[src/design/ljfa_pkg.sv]
// ----------------------------------------------------------------------------
// ljfa_pkg
// shared types and constants of the lennard-jones force accumulator
// ----------------------------------------------------------------------------
package ljfa_pkg;

  localparam int ID_BITS_DEF = 20;
  localparam int DISP_W      = 32;
  localparam int FORCE_W     = 48;
  localparam int COEF_W      = 32;
  localparam int OPND_W      = 64;
  localparam int PROD_W      = 128;
  localparam int SQ_W        = 40;
  localparam int QUO_W       = 49;
  localparam int ADDR_W      = 6;

  localparam logic [63:0] CAP = 64'h3FFF_FFFF_FFFF_FFFF;

  // register indexes
  localparam logic [2:0] REG_COEF_ATTRACT = 3'd0;
  localparam logic [2:0] REG_COEF_REPULSE = 3'd1;
  localparam logic [2:0] REG_BIAS_X       = 3'd2;
  localparam logic [2:0] REG_BIAS_Y       = 3'd3;
  localparam logic [2:0] REG_BIAS_Z       = 3'd4;

  // sequencer steps
  localparam logic [3:0] STEP_SQ0 = 4'd0;
  localparam logic [3:0] STEP_SQ1 = 4'd1;
  localparam logic [3:0] STEP_SQ2 = 4'd2;
  localparam logic [3:0] STEP_U2  = 4'd3;
  localparam logic [3:0] STEP_U4  = 4'd4;
  localparam logic [3:0] STEP_U3  = 4'd5;
  localparam logic [3:0] STEP_U7  = 4'd6;
  localparam logic [3:0] STEP_TA  = 4'd7;
  localparam logic [3:0] STEP_TB  = 4'd8;
  localparam logic [3:0] STEP_F0  = 4'd9;
  localparam logic [3:0] STEP_F1  = 4'd10;
  localparam logic [3:0] STEP_F2  = 4'd11;

  typedef struct packed {
    logic              start;
    logic [OPND_W-1:0] a;
    logic [OPND_W-1:0] b;
  } mul_req_t;

endpackage

[src/design/ljfa_mul.sv]
// ----------------------------------------------------------------------------
// ljfa_mul
// 64x64 unsigned multiplier, one 32x32 partial product per cycle
// ----------------------------------------------------------------------------
module ljfa_mul (
  input  logic                                clk,
  input  logic                                rst,
  input  ljfa_pkg::mul_req_t                  req,
  output logic                                done,
  output logic [ljfa_pkg::PROD_W-1:0]         prod
);
  logic [ljfa_pkg::OPND_W-1:0] a;
  logic [ljfa_pkg::OPND_W-1:0] b;
  logic [63:0]                 part;
  logic [1:0]                  part_sh;
  logic [2:0]                  cnt;
  logic                        busy;
  logic [31:0]                 pa;
  logic [31:0]                 pb;
  logic [1:0]                  sh_now;
  logic [ljfa_pkg::PROD_W-1:0] part_ext;

  always_comb begin
    case (cnt)
      3'd0: begin pa = a[31:0];  pb = b[31:0];  sh_now = 2'd0; end
      3'd1: begin pa = a[31:0];  pb = b[63:32]; sh_now = 2'd1; end
      3'd2: begin pa = a[63:32]; pb = b[31:0];  sh_now = 2'd1; end
      default: begin pa = a[63:32]; pb = b[63:32]; sh_now = 2'd2; end
    endcase
  end

  always_comb begin
    case (part_sh)
      2'd0:    part_ext = {64'd0, part};
      2'd1:    part_ext = {32'd0, part, 32'd0};
      default: part_ext = {part, 64'd0};
    endcase
  end

  always_ff @(posedge clk) begin
    if (rst) begin
      busy <= 1'b0;
      done <= 1'b0;
      cnt  <= 3'd0;
    end else begin
      done <= !req.start && busy && (cnt == 3'd4);
      if (req.start) begin
        busy <= 1'b1;
        cnt  <= 3'd0;
        prod <= '0;
        a    <= req.a;
        b    <= req.b;
      end else if (busy) begin
        if (cnt != 3'd4) begin
          part    <= pa * pb;
          part_sh <= sh_now;
        end
        if (cnt != 3'd0) prod <= prod + part_ext;
        if (cnt == 3'd4) busy <= 1'b0;
        cnt <= cnt + 3'd1;
      end
    end
  end
endmodule

[config.mk]
export PLATFORM = sky130hd
export DESIGN_NAME = ljfa_mul
export DESIGN_NICKNAME = d
export VERILOG_FILES = /design/src/design/ljfa_pkg.sv /design/src/design/ljfa_mul.sv
export SDC_FILE = /design/constraint.sdc
export NUM_CORES = 2
export LEC_CHECK = 0
export ABC_AREA = 1
export BUFFER_PORTS_ARGS = -buffer_cell sky130_fd_sc_hd__buf_2
export CORE_ASPECT_RATIO = 0.8
export CORE_MARGIN = 1.5
export CORE_UTILIZATION = 45
export CTS_BUF_LIST = sky130_fd_sc_hd__clkbuf_16
export DETAILED_ROUTE_END_ITERATION = 7
export PLACE_DENSITY = 0.65
export SYNTH_ARGS = -nofsm -noshare
export SYNTH_HDL_FRONTEND = slang
export SYNTH_SLANG_ARGS = --single-unit
[constraint.sdc]
create_clock -name clk -period 13 [get_ports clk]
set_input_delay 1.3 -clock clk [delete_from_list [all_inputs] [get_ports clk]]
set_output_delay 1.3 -clock clk [all_outputs]
set_load 0.02 [all_outputs]
# After elaboration in Yosys (flattened, before gate mapping)
# Cells that the tools add are included.
# W data, S select, Z words.
op_classes:
  n_addsub: 2
  muxes: 9
  mul: 1
  eq_ne: 5
  n_bitwise: 2
  reduce_logical: 15
op_table:
  columns: ["operator", "n"]
  rows:
  - ["$mux W128", 2]
  - ["$pmux W128 S2", 1]
  - ["$add A128 B128 Y128", 1]
  - ["$mul A32 B32 Y64", 1]
  - ["$mux W32", 2]
  - ["$reduce_or A2 Y1", 4]
  - ["$pmux W2 S2", 1]
  - ["$reduce_and A4 Y1", 1]
  - ["$reduce_bool A2 Y1", 2]
  - ["$add A3 B1 Y3 const B", 1]
  - ["$eq A3 B1 Y1 const B", 1]
  - ["$eq A3 B2 Y1 const B", 1]
  - ["$eq A3 B3 Y1 const B", 1]
  - ["$logic_not A3 Y1", 1]
  - ["$mux W1", 3]
  - ["$ne A3 B3 Y1 const B", 1]
  - ["$reduce_and A3 Y1", 1]
  - ["$reduce_bool A3 Y1", 1]
  - ["$eq A2 B1 Y1 const B", 1]
  - ["$logic_and A1 B1 Y1", 2]
  - ["$logic_not A2 Y1", 1]
  - ["$not A1 Y1", 2]
  - ["$reduce_and A2 Y1", 1]
  - ["$logic_not A1 Y1", 1]
word_totals:
  reg_bits: 327
  in_bits: 131
  wordCells: 42

# Longest topological paths before layout
depth:
  depth_word: 5
  ltp_mapped: 39

# Worst setup path before layout
# OpenSTA, ideal clock, no wires.
synth_path:
  kind: "input-to-reg"
  start: "input req[128] (netlist name)"
  end: "register prod[0] (netlist name), enable pin"
  stages: 4
  path_slack_ps: 984
  arrival_time_ps: 11210
  setup_time_ps: 806
  required_time_ps: 12194
  cell_sequence: "clkbuf_1 > inv_2 > clkbuf_1 > a211oi_1"
synth_between:
  elab_chain_cells: 2
synth_lines:
  columns: ["item", "line_no", "text"]
  rows:
  - ["start, declared", "ljfa_mul.sv:8", "input ljfa_pkg::mul_req_t req,"]
  - ["$reduce_bool A2 Y1 (no source line)", null, null]
  - ["$reduce_and A3 Y1 (no source line) (*)", null, null]
  - ["end signal, assigned", "ljfa_mul.sv:58", "if (cnt != 3'd0) prod <= prod + part_ext;"]
  - ["end, declared", "ljfa_mul.sv:10", "output logic [ljfa_pkg::PROD_W-1:0] prod"]
# Mark *: on every way between the ends. The rest lies on a longest branch, timed or not.
# A chain may end at the register's enable or synchronous reset.

# Worst setup path after layout
layout_path:
  start: "register cnt[0]"
  end: "register part[55], data pin"
layout_between:
  elab_chain_cells: 4
layout_lines:
  columns: ["item", "line_no", "text"]
  rows:
  - ["start, declared", "ljfa_mul.sv:16", "logic [2:0] cnt;"]
  - ["start signal, assigned", "ljfa_mul.sv:60", "cnt <= cnt + 3'd1;"]
  - ["$eq A3 B1 Y1, or another cell as far along", "ljfa_mul.sv:24", "case (cnt)"]
  - ["$reduce_or A2 Y1 (no source line)", null, null]
  - ["$mux W32", "ljfa_mul.sv:24", null]
  - ["$mul A32 B32 Y64 (*)", "ljfa_mul.sv:55", "part <= pa * pb;"]
  - ["end signal, assigned", "ljfa_mul.sv:55", null]
  - ["end, declared", "ljfa_mul.sv:14", "logic [63:0] part;"]
# Marks and branches as above.

==> impl_metrics.env <==
export IMPL_use_met3_pct=18.4
export IMPL_period_needed_ns=9.72
export IMPL_clock_root_buffer="clkbuf_16"
export IMPL_die_h_um=329
export IMPL_hpwlAfterDp_um=229000
export IMPL_cp_num_buf_inv=8
export IMPL_synth_top_flop_cell="edfxtp_1"
export IMPL_final_hold_viol_count=0
export IMPL_cts_max_level=2
export IMPL_nets=9770
export IMPL_r2r_start="cnt[0]$_SDFFE_PN0P_"
export IMPL_grt_max_degree=129
export IMPL_wl_per_cell_um=26.8
export IMPL_end_kind="register"
export IMPL_finalClockSkew_ns=0.0329
export IMPL_crit_type="reg -> reg"
export IMPL_ys_top_cells_by_area="fa_1 30%, edfxtp_1 16%, nand2_1 14%"
export IMPL_crit_family="adder cells"
export IMPL_crit_arrival_ns=10.11
export IMPL_crit_slowest_cell="nand2_4"
export IMPL_cap_violations=0
export IMPL_rr_worst_depth=30
export IMPL_totalWireLength_um=273000
export IMPL_crit_cells=30
export IMPL_ys_seq_area_share_pct=16.3
export IMPL_fp_dieArea_um2=135000
export IMPL_grtUsageMet1_pct=57.5
export IMPL_post_synth_cell_area_avg_um2=7.33
export IMPL_status="finished, violations left"
export IMPL_syn_num_nets=9597
export IMPL_io_pins=260
export IMPL_synth_seq_cells=327
export IMPL_synth_most_common_cell="nand2_1"
export IMPL_cpPeakStageDelay_ns=0.76
export IMPL_grt_met2_usage_pct=53.4
export IMPL_whs_path_depth=2
export IMPL_grt_pass1_wl_um=385000
export IMPL_track_usage_pct=40.1
export IMPL_start_kind="register"
export IMPL_drive_gt1_share_pct=8.34
export IMPL_start_util_pct=45.4
export IMPL_final_core_util_pct=48.9
export IMPL_worst_path_most_repeated_cell="fa_1"
export IMPL_coreArea_um2=132000
export IMPL_clk_latency_ns=0.64
export IMPL_holdPathEnd="done$_SDFF_PP0_"
export IMPL_period_share_pct=74.8
export IMPL_post_cts_buffers=0
export IMPL_cts_buffers=41
export IMPL_regToRegSetupSlack_ns=3.28
export IMPL_antenna_found_initial=31
export IMPL_first_pass_iters=8
export IMPL_dpl_instance_area_um2=63100
export IMPL_synth_edf_count=322
export IMPL_num_vias=56300
export IMPL_slew_headroom_pct=9.02
export IMPL_cts_tree="done"
export IMPL_drc=30
export IMPL_ctsHoldBuffers=0
export IMPL_async_reset_ff_share_pct=0
export IMPL_crit_required_ns=13.39
export IMPL_r2r_end="part[55]$_DFFE_PP_"
export IMPL_drt_iter0_markers=7478
export IMPL_worst_pin_slew_ns=1.36
export IMPL_rows=119
export IMPL_min_from="cnt[2]$_SDFFE_PN0P_"
export IMPL_yosys_warnings=0
export IMPL_synth_commonest_cells="2,176 x nand2_1, 2,026 x inv_1, 1,067 x nor2_1"
export IMPL_ys_types=45
export IMPL_cts_resized=0
export IMPL_violations="design-rule violations"
export IMPL_slew_violations=0
export IMPL_viasPerCell=5.54
export IMPL_dieWidth_um=411
export IMPL_grt_busiest_layer="met1"
export IMPL_cts_buffer_depth=3
export IMPL_fmaxAchievable_ghz=0.103
export IMPL_hold_path_class="reg -> reg"
export IMPL_netlist_area_leader_share_pct=30.0
export IMPL_cts_sinks=327
export IMPL_finalSetupViolCount=0
export IMPL_synth_top_cell_by_area="fa_1"
export IMPL_gp_congestion=1.31
export IMPL_ant_nets=0
export IMPL_overflow=0
export IMPL_clk_pin_slew_worst_paths_ns=0.06
export IMPL_io_buffer_count=259
export IMPL_crit_fanout=65
export IMPL_synthCells=8175
export IMPL_final_area_um2=64500
export IMPL_finalSetupTns_ns=0
export IMPL_grt_pass1_vias=53800
export IMPL_area_delta_synth_final_pct=7.63
export IMPL_rsz0062_at_grt="no"
export IMPL_syn_area_um2=59900
[metrics by stage]
step | hold slack, ns | cells | setup WS [ns]
final | 0.492 | 10200 | 3.28
after global placement | 0.484 | 10100 | 3.63
after detailed placement | 0.479 | 10100 | 3.55
after floorplan | 0.454 | 8175 | 0.984
after CTS | 0.487 | 10100 | 3.54
after global routing | 0.511 | 10100 | 3.12
[worst reg2reg max path: cells and delay by family, from the launching register on]
kind            cells  cell delay, ns
compound gates      4            1.15
fa+ha+maj          10            5.11
buf+inv             8            1.37
flops               1            0.32
simple gates        8            1.57
[worst max path at each step]
stage                            endpoint           startpoint  slack [ns]
floorplan           prod[0]$_SDFFCE_PP0P_             req[128]        0.98
global placement       part[48]$_DFFE_PP_  cnt[0]$_SDFFE_PN0P_        3.63
detailed placement     part[55]$_DFFE_PP_  cnt[0]$_SDFFE_PN0P_        3.55
CTS                    part[55]$_DFFE_PP_  cnt[0]$_SDFFE_PN0P_        3.54
global route           part[63]$_DFFE_PP_  cnt[0]$_SDFFE_PN0P_        3.12
finish                 part[55]$_DFFE_PP_  cnt[0]$_SDFFE_PN0P_        3.28
[routing by layer]
| layer | part of all wire [%] | routed length (um) |
|---|---|---|
| met1 | 42 | 114000 |
| met2 | 38 | 103000 |
| met3 | 17 | 45200 |
| met4 | 3.6 | 9860 |
| met5 | 0.16 | 443 |
[placed cells by master (no fill, tap or decap), types with 41 or more instances in the layout]
cell type  count
a21oi_1      274
buf_2        259
buf_4         66
clkbuf_16     41
edfxtp_1     322
fa_1         897
ha_1         394
inv_1       2033
inv_2         74
nand2_1     2174
nand2_2       51
nand3_1      130
nor2_1      1065
nor2_2        71
o21ai_0      125
o22ai_1       64
[registers in the layout, summed over array words and instances (netlist names)]
register / flops
a: 64
b: 64
busy: 1
cnt: 3
done: 1
part: 64
part_sh: 2
prod: 128
[logic make-up after synthesis]
family                     synth area share (%)
DFF                                        16.3
and+or+nand+nor                            24.3
buffers and inverters                      14.8
xor gates and xnor gates                  0.731
AOI/OAI and AO/OA                          5.76
adders and majority gates                  38.2
[layout make-up]
type	instances	area (um^2)
timing repair buffer	326	1810
sequential	327	9770
fill	13400	67400
antenna	30	75.1
inverter	2104	7900
tap	1754	2190
clock inverter	32	339
multi-input combinational	5548	41400
clock buffer	41	1030
Power is left out: the tool's default activity adds up to more than one toggle a clock period on the data nets, which glitch-free logic cannot reach.
