<file path="src/design/ljfa_pkg.sv">
// ----------------------------------------------------------------------------
// ljfa_pkg
// shared types and constants of the lennard-jones force accumulator
// ----------------------------------------------------------------------------
package ljfa_pkg;

  localparam int ID_BITS_DEF = 20;
  localparam int DISP_W      = 32;
  localparam int FORCE_W     = 48;
  localparam int COEF_W      = 32;
  localparam int OPND_W      = 64;
  localparam int PROD_W      = 128;
  localparam int SQ_W        = 40;
  localparam int QUO_W       = 49;
  localparam int ADDR_W      = 6;

  localparam logic [63:0] CAP = 64'h3FFF_FFFF_FFFF_FFFF;

  // register indexes
  localparam logic [2:0] REG_COEF_ATTRACT = 3'd0;
  localparam logic [2:0] REG_COEF_REPULSE = 3'd1;
  localparam logic [2:0] REG_BIAS_X       = 3'd2;
  localparam logic [2:0] REG_BIAS_Y       = 3'd3;
  localparam logic [2:0] REG_BIAS_Z       = 3'd4;

  // sequencer steps
  localparam logic [3:0] STEP_SQ0 = 4'd0;
  localparam logic [3:0] STEP_SQ1 = 4'd1;
  localparam logic [3:0] STEP_SQ2 = 4'd2;
  localparam logic [3:0] STEP_U2  = 4'd3;
  localparam logic [3:0] STEP_U4  = 4'd4;
  localparam logic [3:0] STEP_U3  = 4'd5;
  localparam logic [3:0] STEP_U7  = 4'd6;
  localparam logic [3:0] STEP_TA  = 4'd7;
  localparam logic [3:0] STEP_TB  = 4'd8;
  localparam logic [3:0] STEP_F0  = 4'd9;
  localparam logic [3:0] STEP_F1  = 4'd10;
  localparam logic [3:0] STEP_F2  = 4'd11;

  typedef struct packed {
    logic              start;
    logic [OPND_W-1:0] a;
    logic [OPND_W-1:0] b;
  } mul_req_t;

endpackage

</file>
<file path="src/design/ljfa_div.sv">
// ----------------------------------------------------------------------------
// ljfa_div
// restoring divider, 2^48 / divisor, one quotient bit per cycle
// ----------------------------------------------------------------------------
module ljfa_div (
  input  logic                         clk,
  input  logic                         rst,
  input  logic                         start,
  input  logic [ljfa_pkg::SQ_W-1:0]    divisor,
  output logic                         done,
  output logic [ljfa_pkg::QUO_W-1:0]   quo
);
  logic [ljfa_pkg::SQ_W-1:0] d;
  logic [ljfa_pkg::SQ_W-1:0] rem;
  logic [5:0]                cnt;
  logic                      busy;
  logic [ljfa_pkg::SQ_W:0]   trial;
  logic                      fits;

  assign trial = {rem, (cnt == 6'(ljfa_pkg::QUO_W - 1))};
  assign fits  = trial >= {1'b0, d};

  always_ff @(posedge clk) begin
    if (rst) begin
      busy <= 1'b0;
      done <= 1'b0;
      cnt  <= '0;
    end else begin
      done <= !start && busy && (cnt == 6'd0);
      if (start) begin
        busy <= 1'b1;
        d    <= divisor;
        rem  <= '0;
        quo  <= '0;
        cnt  <= 6'(ljfa_pkg::QUO_W - 1);
      end else if (busy) begin
        rem <= fits ? ljfa_pkg::SQ_W'(trial - {1'b0, d}) : ljfa_pkg::SQ_W'(trial);
        quo <= {quo[ljfa_pkg::QUO_W-2:0], fits};
        if (cnt == 6'd0) begin
          busy <= 1'b0;
        end else begin
          cnt <= cnt - 6'd1;
        end
      end
    end
  end
endmodule

</file>
<file path="config.mk">
export PLATFORM = sky130hd
export DESIGN_NAME = ljfa_div
export DESIGN_NICKNAME = d
export VERILOG_FILES = /design/src/design/ljfa_pkg.sv /design/src/design/ljfa_div.sv
export SDC_FILE = /design/constraint.sdc
export NUM_CORES = 1
export LEC_CHECK = 0
export ABC_AREA = 1
export BUFFER_PORTS_ARGS = -buffer_cell sky130_fd_sc_hd__buf_2
export CAP_MARGIN = 40
export CELL_PAD_IN_SITES_DETAIL_PLACEMENT = 2
export CELL_PAD_IN_SITES_GLOBAL_PLACEMENT = 2
export CORE_MARGIN = 4
export CORE_UTILIZATION = 25
export CTS_CLUSTER_SIZE = 20
export DETAILED_ROUTE_END_ITERATION = 7
export HOLD_SLACK_MARGIN = 0.15
export PLACE_DENSITY = 0.57
export SYNTH_ARGS = -nofsm -noshare
export SYNTH_HDL_FRONTEND = slang
export SYNTH_SLANG_ARGS = --single-unit
export TNS_END_PERCENT = 100
</file>
<file path="constraint.sdc">
create_clock -name clk -period 7.1 [get_ports clk]
set_clock_uncertainty 0.05 [all_clocks]
set_input_delay 1.42 -clock clk [delete_from_list [all_inputs] [get_ports clk]]
set_output_delay 1.42 -clock clk [all_outputs]
set_load 0.01 [all_outputs]
</file>
# Yosys cells after proc, flatten, opt, wreduce, memory -nomap -nowiden
# Index checks and enable logic that the tools add are counted.
dict set report op_classes {
  addsub 2
  magnitude_cmp 1
  eq_ne 2
  mux 9
  bitwise_logic 2
  n_reduce_logical 10
}
# cell count
set op_table {}
lappend op_table {{40-bit two-way mux} 2}
lappend op_table {{49-bit two-way mux} 1}
lappend op_table {{41-bit by 40-bit greater-or-equal comparator with 1-bit output} 1}
lappend op_table {{40-bit subtractor} 1}
lappend op_table {{6-bit two-way mux} 3}
lappend op_table {{2-bit AND reduction} 4}
lappend op_table {{6-bit equality test (second input constant)} 1}
lappend op_table {{6-bit logical NOT} 1}
lappend op_table {{6-bit by 1-bit subtractor with 6-bit output (second input constant)} 1}
lappend op_table {{1-bit two-way mux} 3}
lappend op_table {{1-bit logical AND} 2}
lappend op_table {{2-bit inequality test (second input constant)} 1}
lappend op_table {{1-bit inverter} 2}
lappend op_table {{2-bit nonzero test} 1}
lappend op_table {{2-bit OR reduction} 1}
lappend op_table {{1-bit logical NOT} 1}
dict set report totals {
  regBits 137
  in_bits 43
  output_inout_bits 50
  word_cells 33
}

# Depth between registers and ports, before layout
dict set report logic_depth {
  word_depth 4
  ltp_mapped 20
  ltp_nobuf 20
}

# Worst setup path after synthesis
# OpenSTA, ideal clock, no wires.
dict set report synth_timing {
  kind {input to register}
  start {input port start}
  end {register quo[0] (netlist name), enable pin}
  setup_time_ns 0.567
  t_arrival_ns 6.025
  t_required_ns 6.483
  slack_ns 0.459
  path_stages 3
  n_path_buf 1
  cell_sequence {inv_1 > clkbuf_1 > a21oi_1}
}
dict set report synth_via {
  elab_chain_cells 2
}
# item line_no
set synth_lines {}
lappend synth_lines {{start: declaration} ljfa_div.sv:8} ;# input logic start,
lappend synth_lines {{2-bit nonzero test (no line)} --}
lappend synth_lines {{2-bit AND reduction (no line)} --}
lappend synth_lines {{end signal: assignment} ljfa_div.sv:38} ;# quo <= {quo[ljfa_pkg::QUO_W-2:0], fits};
lappend synth_lines {{end: declaration} ljfa_div.sv:11} ;# output logic [ljfa_pkg::QUO_W-1:0] quo
# No other way between the ends.
# A chain may end at the register's enable or synchronous reset.

# Worst setup path after layout
dict set report layout_timing {
  start {register cnt[0]}
  end {register rem[21] (netlist name), data pin}
}
dict set report layout_via {
  elab_chain_cells 4
  elab_cells_between_ends 5
  cone_classes {1 x add/sub; 1 x order compare; 1 x eq/ne; 2 x mux}
}
# item line_no
set layout_lines {}
lappend layout_lines {{start: declaration} ljfa_div.sv:15} ;# logic [5:0] cnt;
lappend layout_lines {{start signal: assignment} ljfa_div.sv:35} ;# cnt <= 6'(ljfa_pkg::QUO_W - 1);
lappend layout_lines {{start signal: assignment} ljfa_div.sv:42} ;# cnt <= cnt - 6'd1;
lappend layout_lines {{6-bit equality test (*)} ljfa_div.sv:20} ;# assign trial = {rem, (cnt == 6'(ljfa_pkg::QUO_W - 1))};
lappend layout_lines {{40-bit subtractor or 41-bit by 40-bit greater-or-equal comparator with 1-bit output (tied branches)} {ljfa_div.sv:37, ljfa_div.sv:21}}
lappend layout_lines {{40-bit two-way mux (*)} ljfa_div.sv:37} ;# rem <= fits ? ljfa_pkg::SQ_W'(trial - {1'b0, d}) : ljfa_pkg::SQ_W'(trial);
lappend layout_lines {{40-bit two-way mux (*)} ljfa_div.sv:36} ;# end else if (busy) begin
lappend layout_lines {{end signal: assignment} ljfa_div.sv:37}
lappend layout_lines {{end: declaration} ljfa_div.sv:14} ;# logic [ljfa_pkg::SQ_W-1:0] rem;
# Every way passes the cells marked *; elsewhere a longest branch is shown, timed or not. The select of a mux whose other input is x is not followed.

==> metrics list <==
* Result of the run: finished, final reports clean
* Total DRC errors in the routed layout: 0
- Antenna-violating nets left: 0
- Of the available clock period, the critical path in the final layout requires 0.485.
- Setup repair after global routing left no endpoint under its margin.
- Type of element capturing the critical path: register
- In this run the worst path has a maximum fanout of 49.
- Area share of the largest cell type after synthesis: 0.435
* CTS tree: yes
- Power density of the placed cells: 246 mW/mm^2
* Total Routing Usage GR: 0.151
* Post-synth net total: 1230
* Clock slew seen by the registers of the worst setup and hold paths: 0.07 ns
- RePlAce Congestion: ~0.77
- The worst hold path was traced through 2 stages.
- 0 antenna diodes ended up in the layout.
* Reg-to-reg critical path startpoint: cnt[0]
- Required time of the critical path: 7.24 ns
- Max-slew violations: 0
- The filler cells instantiated in the layout total 4118.
- Worst-case register-to-register setup slack: approximately 3.7 ns
* Detail Placement HPWL: 22.3 mm
- Counting every instance in the synthesized netlist gives 1144.
* First-pass iteration count of the detailed router: 5
- Number of H-tree branching levels: 4
- In the final layout, the multi-input gates occupy ~0.0038 mm^2.
- Data arrives at the worst endpoint at 3.59 ns.
* Relative slew margins: 0.486
* Distinct cells, synth: 32
* Die X-Extent: 197 um
- For this design the static power due to leakage is 0.00526 uW.
- The worst-case IR drop observed on VDD is 0.190 mV.
- The floorplan step defined a core boundary enclosing 0.0348 mm^2.
- In the final layout, the share of cells above drive strength 1 is 0.157.
- Number of buffers created by CTS: 17
- Tightest Pin Transition: 0.770 ns
* Leading cell types by total area after synthesis: sky130_fd_sc_hd__edfxtp_1, sky130_fd_sc_hd__nand2_1, sky130_fd_sc_hd__inv_1, sky130_fd_sc_hd__nor2_1, sky130_fd_sc_hd__ha_1
* Global-route wire length before repair: 45.2 mm
- Worst min path class: reg2reg
- Tracing the worst setup path back leads to its startpoint at cnt[0].
- Row count: 68
- The routed layout has 7364 vias.
* CTS sink count: 137
- Area of the mapped netlist: approximately 0.009 mm^2
- Termination of the worst setup path: rem[21]
* Total congestion overflow: 0
- Die area: 0.0387 mm^2
- Entering global routing, the biggest net connects 50 pins.
- Number of global-route vias before repair: 8224
- For this block, the routed nets add up to between 20 and 30 mm of wire.
- The share of the Yosys chip area taken by registers is 0.453.
- Max Freq: 0.291 GHz
- Height of the die: just under 200 um
- By startpoint and endpoint, the worst setup path is classified as reg2reg.
- Mean post-synth cell area: 7.78 um^2
* Number of warnings printed during yosys synthesis: 0
* Maximum root-to-sink buffer count: 2
- Clock latency on the worst-skew pair: between 0.4 and 0.5 ns
- Number of cells on the worst reg-to-reg path: 16
* Flip-flop and latch count after synthesis: 137
- TNS Setup: 0 ns
- The final-report hold violation count is 0.
- Cts repair resizes: 0
- Endpoint of the most critical register-to-register path: rem[21]
- After the last flow step, the layout net total stands at 1329.
* Post-CTS setup buffer count: 0
- From synthesis to final layout, the design area changed by 17.5%.
- Initial standard-cell utilization of the core: 0.256
- The tree is rooted in a sky130_fd_sc_hd__clkbuf_16.
- 93 I/O pins were placed.
* Average vias per placed instance: about 4.3
- The tool flagged a number of max-cap violations equal to 0.
* Area of all sequential standard cells: between 0.004 and 0.005 mm^2
- Wirelength per Cell: 16.6 um
* Most area-hungry cell type in the Yosys netlist: sky130_fd_sc_hd__edfxtp_1
- The detailed router finished its first iteration with 269 violations.
- The worst path needs 3.44 ns of the cycle, external delays included.
* Cts hold-fix bufs: 0
* Number of antenna violations at the first check in global routing: 1
* Number of endpoints failing setup at the final stage: 0
- IO Port Bufs: 92
* Final Util: 0.301
* Critical Path Source Type: register
[registers in the layout, indices dropped and copies added, names as in the netlist]
| name | cells |
|---|---|
| busy | 1 |
| quo | 49 |
| d | 40 |
| rem | 40 |
| cnt | 6 |
| done | 1 |
[power by group]
part / switching, uW / internal [uW]
sequential: 30.4 / 963
combinational: 449 / 214
clock: 395 / 522
total: 874 / 1700
[cells in the final DEF, fill, tap and decap left out, types with 21 or more instances in the layout]
master                     instances
sky130_fd_sc_hd__inv_1           256
sky130_fd_sc_hd__buf_2            92
sky130_fd_sc_hd__nand2_1         313
sky130_fd_sc_hd__edfxtp_1        129
sky130_fd_sc_hd__nor2_1          158
sky130_fd_sc_hd__o21bai_2         21
sky130_fd_sc_hd__a21oi_1          36
sky130_fd_sc_hd__nor2_2           29
sky130_fd_sc_hd__nand3_1          40
sky130_fd_sc_hd__ha_1             42
sky130_fd_sc_hd__xor2_1           23
[area by class of cell]
class / count / share of cell area
multi-input combinational: 732 / 0.363
clock buffer: 20 / 0.0418
tap: 455 / 0.0544
timing repair buffer: 97 / 0.0488
inverter: 258 / 0.0926
clock inverter: 12 / 0.0135
sequential: 137 / 0.386
[worst min path at each step]
stage | to | slack [ns] | start
2_1_floorplan | done | 0.39 | busy
6_report | cnt[1] | 0.46 | cnt[1]
4_1_cts | cnt[1] | 0.47 | cnt[1]
3_3_place_gp | cnt[1] | 0.43 | cnt[1]
3_5_place_dp | cnt[1] | 0.46 | cnt[1]
5_1_grt | cnt[1] | 0.50 | cnt[1]
[critical path: stages (launching register included)]
cell and delay (ns):
sky130_fd_sc_hd__dfxtp_1 0.30, sky130_fd_sc_hd__inv_1 0.12, sky130_fd_sc_hd__ha_1 0.17, sky130_fd_sc_hd__inv_1 0.04, sky130_fd_sc_hd__nor2_1 0.13, sky130_fd_sc_hd__nand3_1 0.13, sky130_fd_sc_hd__ha_1 0.24, sky130_fd_sc_hd__inv_1 0.10
sky130_fd_sc_hd__nand3_1 0.10, sky130_fd_sc_hd__nand3_2 0.16, sky130_fd_sc_hd__nand2_1 0.11, sky130_fd_sc_hd__nand3_2 0.09, sky130_fd_sc_hd__nand2_2 0.11, sky130_fd_sc_hd__nand2_4 0.58, sky130_fd_sc_hd__inv_2 0.42, sky130_fd_sc_hd__nor2_1 0.25
sky130_fd_sc_hd__nor2_2 0.06
[cell usage after synthesis (all sizes together)]
library cell / instances
a211oi: 1
a21o: 1
a21oi: 37
and2: 1
buf: 7
clkbuf: 10
dfxtp: 8
edfxtp: 129
fa: 1
ha: 42
inv: 258
nand2: 324
nand3: 43
nand3b: 9
nand4: 4
nor2: 189
nor3: 5
nor4: 1
o21ai: 11
o21bai: 37
or2: 2
xnor2: 1
xor2: 23
[stage by stage]
step | instances | worst slack (ns) | instance area (um^2) | hold slack (ns) | total power (uW)
after global routing | 1711 | 3.14 | 10500 | 0.499 | 2750
after floorplan | 1144 | 0.459 | 8900 | 0.388 | 1480
after detailed placement | 1679 | 3.15 | 9880 | 0.460 | 1690
final | 1711 | 3.66 | 10500 | 0.464 | 2570
after CTS | 1711 | 3.54 | 10500 | 0.469 | 2640
after global placement | 1678 | 2.65 | 9860 | 0.434 | 1680
[cells by family (layout without fill, tap and decap cells)]
logic type | count (synthesis) | in the layout | share of synthesized area
AND/OR/NAND/NOR | 578 | 578 | 0.271
XOR/XNOR | 24 | 24 | 0.0236
flip-flops | 137 | 137 | 0.453
AO/OA/AOI/OAI | 87 | 87 | 0.0687
buffers and inverters | 275 | 387 | 0.123
adder cells (fa/ha/maj) | 43 | 43 | 0.0613
[layer usage]
layer / up-vias / track usage / wire [um]
li1: 3716 / - / -
met1: 3541 / 0.194 / 13500
met2: 83 / 0.259 / 13600
met3: 22 / 0.0321 / 904
met4: 2 / 0.0393 / 335
met5: - / 0 / 11
Power figures use the tool's default switching activity.
